$ cat config.mk
export PLATFORM = sky130hd
export DESIGN_NAME = ir_carrier_word_modulator
export DESIGN_NICKNAME = d
export VERILOG_FILES = /design/src/sv/icwm_pkg.sv /design/src/sv/ir_carrier_word_modulator.sv /design/src/sv/icwm_fifo.sv /design/src/sv/icwm_front.sv /design/src/sv/icwm_back.sv
export SDC_FILE = /design/constraint.sdc
export NUM_CORES = 2
export LEC_CHECK = 0
export BUFFER_PORTS_ARGS = -buffer_cell sky130_fd_sc_hd__clkbuf_2
export CORE_MARGIN = 3
export CORE_UTILIZATION = 37
export CTS_CLUSTER_DIAMETER = 80
export DETAILED_ROUTE_END_ITERATION = 6
export PLACE_DENSITY = 0.54
export SYNTH_ARGS = -nofsm -noshare
export SYNTH_HDL_FRONTEND = slang
export SYNTH_SLANG_ARGS = --single-unit
$ cat constraint.sdc
create_clock -name clk -period 10.6 [get_ports clk]
set_input_delay 0 -clock clk [delete_from_list [all_inputs] [get_ports clk]]
set_output_delay 0 -clock clk [all_outputs]
set_load 0.01 [all_outputs]
$ cat src/sv/icwm_pkg.sv
// Shared types and constants of the IR carrier word modulator.
`default_nettype none

package icwm_pkg;

  localparam int DURATION_BITS = 24;
  localparam int WORD_BITS     = 16;
  localparam int CARRIER_BITS  = 20;
  localparam int DUTY_BITS     = 7;
  localparam int REMAIN_BITS   = 25;
  localparam int REG_IDX_BITS  = 2;

  localparam logic [CARRIER_BITS-1:0] CARRIER_RESET = 20'd38000;
  localparam logic [DUTY_BITS-1:0]    DUTY_RESET    = 7'd50;

  localparam logic [REG_IDX_BITS-1:0] REG_CARRIER_HZ   = 2'd0;
  localparam logic [REG_IDX_BITS-1:0] REG_DUTY_PERCENT = 2'd1;
  localparam logic [REG_IDX_BITS-1:0] REG_ACTIVE_LOW   = 2'd2;

  localparam logic OP_LOAD = 1'b0;
  localparam logic OP_TICK = 1'b1;

  // Cycle count arithmetic: round(duration * carrier / 1e6), where
  // 1e6 = 64 * 15625 and the odd factor is removed by a reciprocal.
  localparam int PROD_BITS   = DURATION_BITS + CARRIER_BITS;
  localparam int SUM_BITS    = PROD_BITS + 1;
  localparam int US_PER_S    = 1000000;
  localparam int HALF_US     = US_PER_S / 2;
  localparam int PRE_SHIFT   = 6;
  localparam int DIV_ODD     = US_PER_S / (1 << PRE_SHIFT);
  localparam int NSH_BITS    = SUM_BITS - PRE_SHIFT;
  localparam int RECIP_SHIFT = NSH_BITS + 14;
  localparam int RECIP_BITS  = NSH_BITS + 1;
  localparam int LO_BITS     = 20;
  localparam int PP_BITS     = 2 * LO_BITS;
  localparam int TOT_BITS    = NSH_BITS + RECIP_BITS;

  localparam logic [63:0] RECIP_FULL =
      ((64'd1 << RECIP_SHIFT) + 64'(DIV_ODD) - 64'd1) / 64'(DIV_ODD);
  localparam logic [RECIP_BITS-1:0] RECIP = RECIP_BITS'(RECIP_FULL);
  localparam logic [63:0] SAT_LIMIT = (64'd1 << REMAIN_BITS) * 64'(US_PER_S);

  typedef struct packed {
    logic                     operation;
    logic [DURATION_BITS-1:0] duration_us;
    logic                     end_of_burst;
  } in_item_t;

  typedef struct packed {
    logic [WORD_BITS-1:0] word;
    logic                 word_valid;
    logic                 segment_done;
    logic                 burst_done;
    logic                 overrun;
  } out_item_t;

  typedef struct packed {
    logic                   operation;
    logic [REMAIN_BITS-1:0] cycles;
    logic                   end_of_burst;
  } cmd_t;

  typedef struct packed {
    logic [DUTY_BITS-1:0] duty_percent;
    logic                 active_low;
  } word_cfg_t;

endpackage

`default_nettype wire

$ cat src/sv/ir_carrier_word_modulator.sv
// Top level of the IR carrier word modulator.
// Every input item, load or tick, gives exactly one result, in order. Items are taken one per
// clock while full is low; a result reaches the output ports through the five-stage front
// pipeline that multiplies the duration by the carrier and divides by one million through a split
// reciprocal multiply, then the command queue and the back end that holds the segment state and
// forms the result combinationally into the output queue. Sustained rate is one item per cycle while
// results are popped; full rises only when the command queue backs up into the front pipeline.
`default_nettype none

module ir_carrier_word_modulator #(
  parameter int CMD_DEPTH = 4,
  parameter int OUT_DEPTH = 2
) (
  input  logic                                clk,
  input  logic                                rst,
  input  logic                                push,
  input  icwm_pkg::in_item_t                  item,
  output logic                                full,
  output logic                                empty,
  input  logic                                pop,
  output icwm_pkg::out_item_t                 result,
  input  logic                                cfg_we,
  input  logic [icwm_pkg::REG_IDX_BITS-1:0]   cfg_index,
  input  logic [icwm_pkg::CARRIER_BITS-1:0]   cfg_data
);

  import icwm_pkg::*;

  logic [CARRIER_BITS-1:0] carrier_hz;
  logic [DUTY_BITS-1:0]    duty_percent;
  logic                    active_low;
  word_cfg_t               settings;

  cmd_t      front_cmd, back_cmd;
  logic      cmd_push, cmd_full, cmd_pop, cmd_empty;
  out_item_t back_res;
  logic      res_push, res_full;

  assign settings = '{duty_percent: duty_percent, active_low: active_low};

  always_ff @(posedge clk) begin
    if (rst) begin
      carrier_hz   <= CARRIER_RESET;
      duty_percent <= DUTY_RESET;
      active_low   <= 1'b0;
    end else if (cfg_we) begin
      case (cfg_index)
        REG_CARRIER_HZ: begin
          if (cfg_data != '0) begin
            carrier_hz <= cfg_data;
          end
        end
        REG_DUTY_PERCENT: begin
          duty_percent <= cfg_data[DUTY_BITS-1:0];
        end
        REG_ACTIVE_LOW: begin
          active_low <= cfg_data[0];
        end
        default: begin
        end
      endcase
    end
  end

  icwm_front u_front (
    .clk        (clk),
    .rst        (rst),
    .push       (push),
    .item       (item),
    .full       (full),
    .carrier_hz (carrier_hz),
    .cmd        (front_cmd),
    .cmd_push   (cmd_push),
    .cmd_full   (cmd_full)
  );

  icwm_fifo #(
    .WIDTH ($bits(cmd_t)),
    .DEPTH (CMD_DEPTH)
  ) u_cmd_fifo (
    .clk   (clk),
    .rst   (rst),
    .push  (cmd_push),
    .wdata (front_cmd),
    .full  (cmd_full),
    .pop   (cmd_pop),
    .rdata (back_cmd),
    .empty (cmd_empty)
  );

  icwm_back u_back (
    .clk       (clk),
    .rst       (rst),
    .cmd       (back_cmd),
    .cmd_empty (cmd_empty),
    .cmd_pop   (cmd_pop),
    .settings  (settings),
    .res       (back_res),
    .res_push  (res_push),
    .res_full  (res_full)
  );

  icwm_fifo #(
    .WIDTH ($bits(out_item_t)),
    .DEPTH (OUT_DEPTH)
  ) u_out_fifo (
    .clk   (clk),
    .rst   (rst),
    .push  (res_push),
    .wdata (back_res),
    .full  (res_full),
    .pop   (pop),
    .rdata (result),
    .empty (empty)
  );

endmodule

`default_nettype wire

$ cat src/sv/icwm_fifo.sv
// Small register queue with the head shown while not empty.
`default_nettype none

module icwm_fifo #(
  parameter int WIDTH = 8,
  parameter int DEPTH = 2
) (
  input  logic             clk,
  input  logic             rst,
  input  logic             push,
  input  logic [WIDTH-1:0] wdata,
  output logic             full,
  input  logic             pop,
  output logic [WIDTH-1:0] rdata,
  output logic             empty
);

  localparam int AW = (DEPTH > 1) ? $clog2(DEPTH) : 1;
  localparam int CW = $clog2(DEPTH + 1);
  localparam logic [AW-1:0] LAST = AW'(DEPTH - 1);

  logic [WIDTH-1:0] mem [DEPTH];
  logic [AW-1:0]    wr_ptr;
  logic [AW-1:0]    rd_ptr;
  logic [CW-1:0]    count;
  logic             do_push;
  logic             do_pop;

  assign full    = (count == CW'(DEPTH));
  assign empty   = (count == '0);
  assign do_push = push && !full;
  assign do_pop  = pop && !empty;
  assign rdata   = mem[rd_ptr];

  always_ff @(posedge clk) begin
    if (rst) begin
      wr_ptr <= '0;
      rd_ptr <= '0;
      count  <= '0;
    end else begin
      if (do_push) begin
        wr_ptr <= (wr_ptr == LAST) ? '0 : wr_ptr + AW'(1);
      end
      if (do_pop) begin
        rd_ptr <= (rd_ptr == LAST) ? '0 : rd_ptr + AW'(1);
      end
      if (do_push && !do_pop) begin
        count <= count + CW'(1);
      end else if (do_pop && !do_push) begin
        count <= count - CW'(1);
      end
    end
  end

  always_ff @(posedge clk) begin
    if (do_push) begin
      mem[wr_ptr] <= wdata;
    end
  end

endmodule

`default_nettype wire

$ cat src/sv/icwm_front.sv
// Front pipeline: takes items and converts load durations to carrier cycles.
`default_nettype none

module icwm_front (
  input  logic                                 clk,
  input  logic                                 rst,
  input  logic                                 push,
  input  icwm_pkg::in_item_t                   item,
  output logic                                 full,
  input  logic [icwm_pkg::CARRIER_BITS-1:0]    carrier_hz,
  output icwm_pkg::cmd_t                       cmd,
  output logic                                 cmd_push,
  input  logic                                 cmd_full
);

  import icwm_pkg::*;

  logic en;

  logic                     s1_valid, s1_op, s1_eob;
  logic [DURATION_BITS-1:0] s1_dur;
  logic                     s2_valid, s2_op, s2_eob;
  logic [PROD_BITS-1:0]     s2_prod;
  logic                     s3_valid, s3_op, s3_eob, s3_sat;
  logic [NSH_BITS-1:0]      s3_quo;
  logic                     s4_valid, s4_op, s4_eob, s4_sat;
  logic [PP_BITS-1:0]       s4_hh, s4_hl, s4_lh, s4_ll;
  logic                     s5_valid, s5_op, s5_eob;
  logic [REMAIN_BITS-1:0]   s5_cycles;

  logic [SUM_BITS-1:0]      sum;
  logic [TOT_BITS-1:0]      total;

  assign en       = !(s5_valid && cmd_full);
  assign full     = !en;
  assign cmd_push = s5_valid && !cmd_full;
  assign cmd      = '{operation: s5_op, cycles: s5_cycles, end_of_burst: s5_eob};

  assign sum   = SUM_BITS'(s2_prod) + SUM_BITS'(HALF_US);
  assign total = (TOT_BITS'(s4_hh) << PP_BITS) + (TOT_BITS'(s4_hl) << LO_BITS)
               + (TOT_BITS'(s4_lh) << LO_BITS) + TOT_BITS'(s4_ll);

  always_ff @(posedge clk) begin
    if (rst) begin
      s1_valid <= 1'b0;
      s2_valid <= 1'b0;
      s3_valid <= 1'b0;
      s4_valid <= 1'b0;
      s5_valid <= 1'b0;
    end else if (en) begin
      s1_valid <= push;
      s2_valid <= s1_valid;
      s3_valid <= s2_valid;
      s4_valid <= s3_valid;
      s5_valid <= s4_valid;
    end
  end

  always_ff @(posedge clk) begin
    if (en) begin
      s1_op  <= item.operation;
      s1_dur <= item.duration_us;
      s1_eob <= item.end_of_burst;

      s2_op   <= s1_op;
      s2_eob  <= s1_eob;
      s2_prod <= PROD_BITS'(s1_dur) * PROD_BITS'(carrier_hz);

      s3_op  <= s2_op;
      s3_eob <= s2_eob;
      s3_sat <= (64'(sum) >= SAT_LIMIT);
      s3_quo <= sum[SUM_BITS-1:PRE_SHIFT];

      s4_op  <= s3_op;
      s4_eob <= s3_eob;
      s4_sat <= s3_sat;
      s4_hh  <= PP_BITS'(s3_quo[NSH_BITS-1:LO_BITS]) * PP_BITS'(RECIP[RECIP_BITS-1:LO_BITS]);
      s4_hl  <= PP_BITS'(s3_quo[NSH_BITS-1:LO_BITS]) * PP_BITS'(RECIP[LO_BITS-1:0]);
      s4_lh  <= PP_BITS'(s3_quo[LO_BITS-1:0]) * PP_BITS'(RECIP[RECIP_BITS-1:LO_BITS]);
      s4_ll  <= PP_BITS'(s3_quo[LO_BITS-1:0]) * PP_BITS'(RECIP[LO_BITS-1:0]);

      s5_op     <= s4_op;
      s5_eob    <= s4_eob;
      s5_cycles <= s4_sat ? '1 : total[RECIP_SHIFT +: REMAIN_BITS];
    end
  end

endmodule

`default_nettype wire

$ cat src/sv/icwm_back.sv
// Back end: segment state, word generation and result formation.
`default_nettype none

module icwm_back (
  input  logic                 clk,
  input  logic                 rst,
  input  icwm_pkg::cmd_t       cmd,
  input  logic                 cmd_empty,
  output logic                 cmd_pop,
  input  icwm_pkg::word_cfg_t  settings,
  output icwm_pkg::out_item_t  res,
  output logic                 res_push,
  input  logic                 res_full
);

  import icwm_pkg::*;

  localparam logic [21:0] DIV100_RECIP = 22'd1311;

  logic [REMAIN_BITS-1:0] remaining, remaining_next;
  logic                   seg_space, seg_space_next;
  logic                   next_space, next_space_next;
  logic                   seg_eob, seg_eob_next;

  logic [10:0]            duty15;
  logic [21:0]            ones_prod;
  logic [4:0]             ones;
  logic [WORD_BITS-1:0]   pulse_raw;
  logic [WORD_BITS-1:0]   pulse_w;
  logic [WORD_BITS-1:0]   space_w;

  assign cmd_pop  = !cmd_empty && !res_full;
  assign res_push = cmd_pop;

  assign duty15    = 11'(settings.duty_percent) * 11'd15;
  assign ones_prod = 22'(duty15) * DIV100_RECIP;
  assign ones      = ones_prod[21:17] + 5'd1;
  assign pulse_raw = (ones >= 5'(WORD_BITS)) ? '1
                   : WORD_BITS'((17'd1 << ones) - 17'd1);
  assign pulse_w   = settings.active_low ? ~pulse_raw : pulse_raw;
  assign space_w   = settings.active_low ? '1 : '0;

  always_comb begin
    remaining_next  = remaining;
    seg_space_next  = seg_space;
    next_space_next = next_space;
    seg_eob_next    = seg_eob;
    res             = '{word: space_w, word_valid: 1'b0, segment_done: 1'b0,
                        burst_done: 1'b0, overrun: 1'b0};
    case (cmd.operation)
      OP_LOAD: begin
        res.overrun     = (remaining != '0);
        remaining_next  = cmd.cycles;
        seg_space_next  = next_space;
        seg_eob_next    = cmd.end_of_burst;
        next_space_next = cmd.end_of_burst ? 1'b0 : !next_space;
      end
      OP_TICK: begin
        if (remaining != '0) begin
          res.word       = seg_space ? space_w : pulse_w;
          res.word_valid = 1'b1;
          remaining_next = remaining - REMAIN_BITS'(1);
          if (remaining == REMAIN_BITS'(1)) begin
            res.segment_done = 1'b1;
            res.burst_done   = seg_eob;
          end
        end
      end
      default: begin
      end
    endcase
  end

  always_ff @(posedge clk) begin
    if (rst) begin
      remaining  <= '0;
      seg_space  <= 1'b0;
      next_space <= 1'b0;
      seg_eob    <= 1'b0;
    end else if (cmd_pop) begin
      remaining  <= remaining_next;
      seg_space  <= seg_space_next;
      next_space <= next_space_next;
      seg_eob    <= seg_eob_next;
    end
  end

endmodule

`default_nettype wire

Word-level counts from Yosys, hierarchy flattened. Memory sizes are Yosys's and may differ from the RTL's. A register that Yosys moved wholly into a read port is not among the register bits. Cells that the tools add are included.

$add $sub $neg: 15. Multiply operators: 7. Divide/modulo/power cells: 0. Order comparisons: 2. Equality and inequality tests: 8. Shifts and indexed selects: 1. Multiplexer cells: 27. Bitwise gates (word level): 2. Reductions and logical operators: 32.

Operators with widths (number): 78-bit by 40-bit adder with 78-bit output (1); 78-bit by 59-bit adder with 78-bit output (1); 78-bit by 60-bit adder with 78-bit output (1); 16-bit two-way mux (4); 25-bit one-hot mux with 2 select lines (1); 44-bit by 19-bit adder with 45-bit output (second input constant) (1); 45-bit >= comparator (second input constant) (1); 24-bit by 20-bit multiplier with 44-bit output (1); 20-bit by 20-bit multiplier with 40-bit output (second input constant) (1); 19-bit by 20-bit multiplier with 38-bit output (second input constant) (1); 19-bit two-way mux (2); 20-bit by 16-bit multiplier with 36-bit output (second input constant) (1); 19-bit by 16-bit multiplier with 35-bit output (second input constant) (1); 25-bit by 1-bit == test with 1-bit output (second input constant) (1); 25-bit two-way mux (1); 25-bit nonzero test (1); 25-bit by 1-bit subtractor with 25-bit output (second input constant) (1); 11-bit by 11-bit multiplier with 22-bit output (second input constant) (1); 20-bit nonzero test (1); 16-bit NOT (1); 1-bit by 5-bit left shift with 16-bit output (first input constant) (1); 16-bit by 1-bit subtractor with 16-bit output (second input constant) (1); 2-bit two-way mux (7); 1-bit logical AND (11); other kinds (21) (50).

Flip-flop bits (word level): 365. Bits in latches: 0. RAM bits: 148. Memory bits (read-only): 0. Bits of input ports: 53. Output and inout port bits: 22. Logic and storage cells: 134. Memories: 2.

Memories: u_cmd_fifo.mem (words 4, width 27, read ports 1, clocked after Yosys merged registers in 1, wr ports 1, RTL line icwm_fifo.sv:22) `logic [WIDTH-1:0] mem [DEPTH];`; u_out_fifo.mem (words 2, width 20, read ports 1, clocked after Yosys merged registers in 1, wr ports 1, RTL line icwm_fifo.sv:22).

Logic depth before layout (Yosys ltp).
Depth after elaboration: 11. Depth in mapped cells: 40. Depth with buffers taken out: 38.

Modules after synthesis. A second synthesis with hierarchy kept.

Cell total of the unflattened synthesis: 6151. Area total of the unflattened synthesis: 64116.5 um^2.

Modules (own cells, without submodules): icwm_front (times used 1, cells an instance 4971, area each 50699.9 um^2, sequential area each 8177.8 um^2); icwm_back (times used 1, cells an instance 764, area each 6098.3 um^2, sequential area each 560.5 um^2); icwm_fifo at u_cmd_fifo (times used 1, cells an instance 191, area each 4399.2 um^2, sequential area each 3423.3 um^2); icwm_fifo at u_out_fifo (times used 1, cells an instance 87, area each 1654.1 um^2, sequential area each 1301.2 um^2); ir_carrier_word_modulator (times used 1, cells an instance 138, area each 1265.0 um^2, sequential area each 560.5 um^2).

Least setup slack after synthesis. Ideal clock, no wire load.

Path kind: register to register. Start point: register duty_percent[0]. End point: memory u_out_fifo.mem[0][16] (netlist bit), data pin. Setup time: 0.144 ns. Data arrival time: 9.162 ns. Path slack: 1.294 ns. Cell stages (with the launch flop): 39. Clock period less this slack: 9.306 ns. Cell sequence: dfxtp_1 > fa_1 > inv_1 > fa_1 > fa_1 > inv_1 > a21oi_1 > o21bai_1 > a21oi_1 > o21bai_1 > xor2_1 > inv_1 > xnor2_1 > ha_1 > ha_1 > inv_1 > fa_1 > inv_1 > (+3 left out) > inv_1 > ha_1 > a211oi_2 > o21ai_2 > and2_1 > a221oi_2 > nand2_1 > ha_1 > buf_1 > clkbuf_1 > nor2_1 > nand2_1 > ha_1 > o21a_2 > o31ai_4 > or4_1 > mux2_2 > nand4_1.

RTL lines: start: declaration (RTL line ir_carrier_word_modulator.sv:30) `logic [DUTY_BITS-1:0] duty_percent;`; start signal: assignment (RTL line ir_carrier_word_modulator.sv:54) `duty_percent <= cfg_data[DUTY_BITS-1:0];`; end: declaration (RTL line icwm_fifo.sv:22).

==> results.cfg <==
[synthesis]
synth-seq-cells = 492
syn-mean-instance-area_um2 = 10.4
synth_nets = 7921
syn_inst = 6042
synth_edf_count = 417
ys_top_cells_by_area = fa_1 (29%), edfxtp_1 (20%), ha_1 (18%), inv_1 (8.3%), nand2_1 (2.8%)
async_flop_share_pct = 0
seq_area_frac_synth_pct = 22.3
ys.flop_type = edfxtp_1
synth_top_area_share_pct = 29.0
yosysWarnings = 0
synth_top_cell_by_area = fa_1
yosysUniqueCellTypes = 92
syn_area_um2 = 62900

[clock_network]
worstSkewPairLatency_ns = 0.68
clock_path_buffers = 3
tritoncts = yes
path_clk_slew_ns = 0.06
cts_buffers = 57
clockRootBuffer = clkbuf_16
htreeDepth = 2
clock-sinks = 492

[global_route]
antenna_found_initial = 1
grt_pass1_wl_um = 241000
grtUsageTotal_pct = 17.4
gr-total-overflow = 0
grt_max_degree = 158
grt_pass1_vias = 43437

[sta]
tns_ns = 0
relSlewSlack_pct = 21.3
finalHoldViolCount = 0
max_freq_mhz = 102
worst_slack_ns = 0.763
finClkSkew_ns = 0.0475
rsz0062_at_grt = false
finalMaxSlewViolations = 0
fin_crit_ns = 9.84
setup_viol = 0
timing.final.crit_share_pct = 92.8
tightest_slew_ns = 1.18

[finish]
layout-drive-gt1-share_pct = 5.08
layout_common_cells = inv_1 (1394), ha_1 (915), fa_1 (910)
layout_commonest_cell = inv_1
final_net_count = 8031
syn2layout_area_growth_pct = 8.93

[setup_path]
crit_path_end_kind = register
crit_top_cell = inv_1
cp-startpoint = duty_percent[0]
r2r_start = duty_percent[0]
crit_buf_inv = 6
crit_required_ns = 11.12
start_kind = register
critical_path.top_delay_family = adder cells
path_class = reg -> reg
cp_slowest_stage_delay_ns = 0.61
crit_path_max_fanout = 16
r2r_slack_ns = 0.76
arrival_ns = 10.35
crit_slowest_cell = fa_1

[worst_hold_path]
hp-class = in -> reg
hp-start = item[23]

[place]
dp_slack_ns = 0.658
place.gp.congestion = 0.874
dp_hpwl_um = 121000
numPortBuffers = 74

[floorplanning]
die_h_um = 418
core-area_um2 = 168000
rows = 150
die_w_um = 418
ios = 75
start_util_pct = 37.4
dieArea_um2 = 175000

[route]
vias = 40973
drt_pass1_iterations = 5
antenna_left = 0
vias_per_cell = 4.87
drt-total-wl_um = 149000
drt_iter0_markers = 2078
wire_per_inst_um = 17.7
drc = 0

[outcome]
outcome = completed

[job]
cap_violations = 0
path summary, 6_finish.rpt:
check	endpoint	cells after the start
worst max-delay path	u_out_fifo.mem[0][16]	37
worst min-delay path	u_front.s1_dur[22]	2
worst max register to register	u_out_fifo.mem[0][16]	37
worst min register to register	u_front.s4_sat	0
through the flow:
stage          util (%)  std cells  area [um^2]  hold slack [ns]
3_3_place_gp       39.3       8238        66000            0.177
2_1_floorplan         -       6042        62900           0.0989
6_report           40.8       8405        68500           0.0552
3_5_place_dp       39.3       8238        66000            0.179
4_1_cts            40.8       8403        68500          0.00236
5_1_grt            40.8       8403        68500           0.0392
repair_timing:
action                                  4_1_cts  5_1_grt
endpoints found under the setup margin        0        2
setup buffers                                 0        0
endpoints found under the hold margin        69        0
hold buffers                                 59        0
resized for setup                             0        1
flip-flops by register name, indices dropped and copies added, names as in the netlist, 25 cells and up, named ones only:
signal,cells
u_cmd_fifo.mem,108
u_back.remaining,25
u_front.s3_quo,39
u_front.s4_hl,32
u_front.s4_hh,38
u_front.s4_lh,40
u_out_fifo.mem,40
u_front.s5_cycles,25
u_front.s2_prod,39
cells in the mapped netlist, types with 5 or more instances:
| library cell | count |
|---|---|
| nor2_1 | 207 |
| buf_1 | 5 |
| a211o_1 | 11 |
| and4_1 | 8 |
| xor2_1 | 97 |
| o21a_1 | 34 |
| a211oi_1 | 28 |
| nand4_1 | 29 |
| or2_2 | 6 |
| ha_1 | 916 |
| fa_1 | 910 |
| a41oi_1 | 6 |
| edfxtp_1 | 417 |
| or3_1 | 16 |
| o22ai_1 | 7 |
| o2111ai_1 | 10 |
| mux2i_1 | 28 |
| mux2_2 | 25 |
| a21boi_0 | 7 |
| xnor2_1 | 162 |
| clkbuf_1 | 142 |
| and2_1 | 180 |
| o21bai_1 | 27 |
| inv_1 | 1395 |
| a21o_1 | 108 |
| a21oi_1 | 210 |
| nor4_1 | 17 |
| nor3_1 | 62 |
| a22oi_1 | 5 |
| nand2b_1 | 39 |
| and3_1 | 16 |
| mux4_2 | 26 |
| o21ai_1 | 7 |
| dfxtp_1 | 75 |
| o21ai_0 | 124 |
| nor2b_1 | 31 |
| nor3b_1 | 7 |
| a31oi_1 | 21 |
| o211ai_1 | 6 |
| nand3_1 | 54 |
| o31ai_1 | 8 |
| nand2_1 | 470 |
| or4_1 | 5 |
layout make-up:
type	instances	area [um^2]
inverter	1396	5250
timing repair buffer	199	1470
clock inverter	40	450
clock buffer	66	1460
tap	2204	2760
sequential	492	14000
fill	16315	99500
multi-input combinational	4006	43100
antenna	2	5.00
cell families (layout without fill, tap and decap cells):
group                    Yosys count  in the layout  share of synthesized area, %
AND/OR/NAND/NOR                 1160           1160                          8.73
buffers and inverters           1544           1701                          9.22
other                              1              3                       0.00597
XOR/XNOR                         260            260                          3.63
flip-flops                       492            492                          22.3
AO/OA/AOI/OAI                    680            680                          7.06
adder cells (fa/ha/maj)         1826           1826                          47.2
multiplexers                      79             79                          1.83
layer usage:
| metal | vias to the layer above | track usage, % | share of wire [%] |
|---|---|---|---|
| li1 | 19617 | - | - |
| met1 | 20601 | 24.2 | 46 |
| met2 | 611 | 29.7 | 49 |
| met3 | 144 | 1.94 | 3.7 |
| met4 | 0 | 3.06 | 1.6 |
| met5 | - | 0 | 0 |
Power is left out: the tool's default activity adds up to more than one toggle a clock period on the data nets, which glitch-free logic cannot reach.
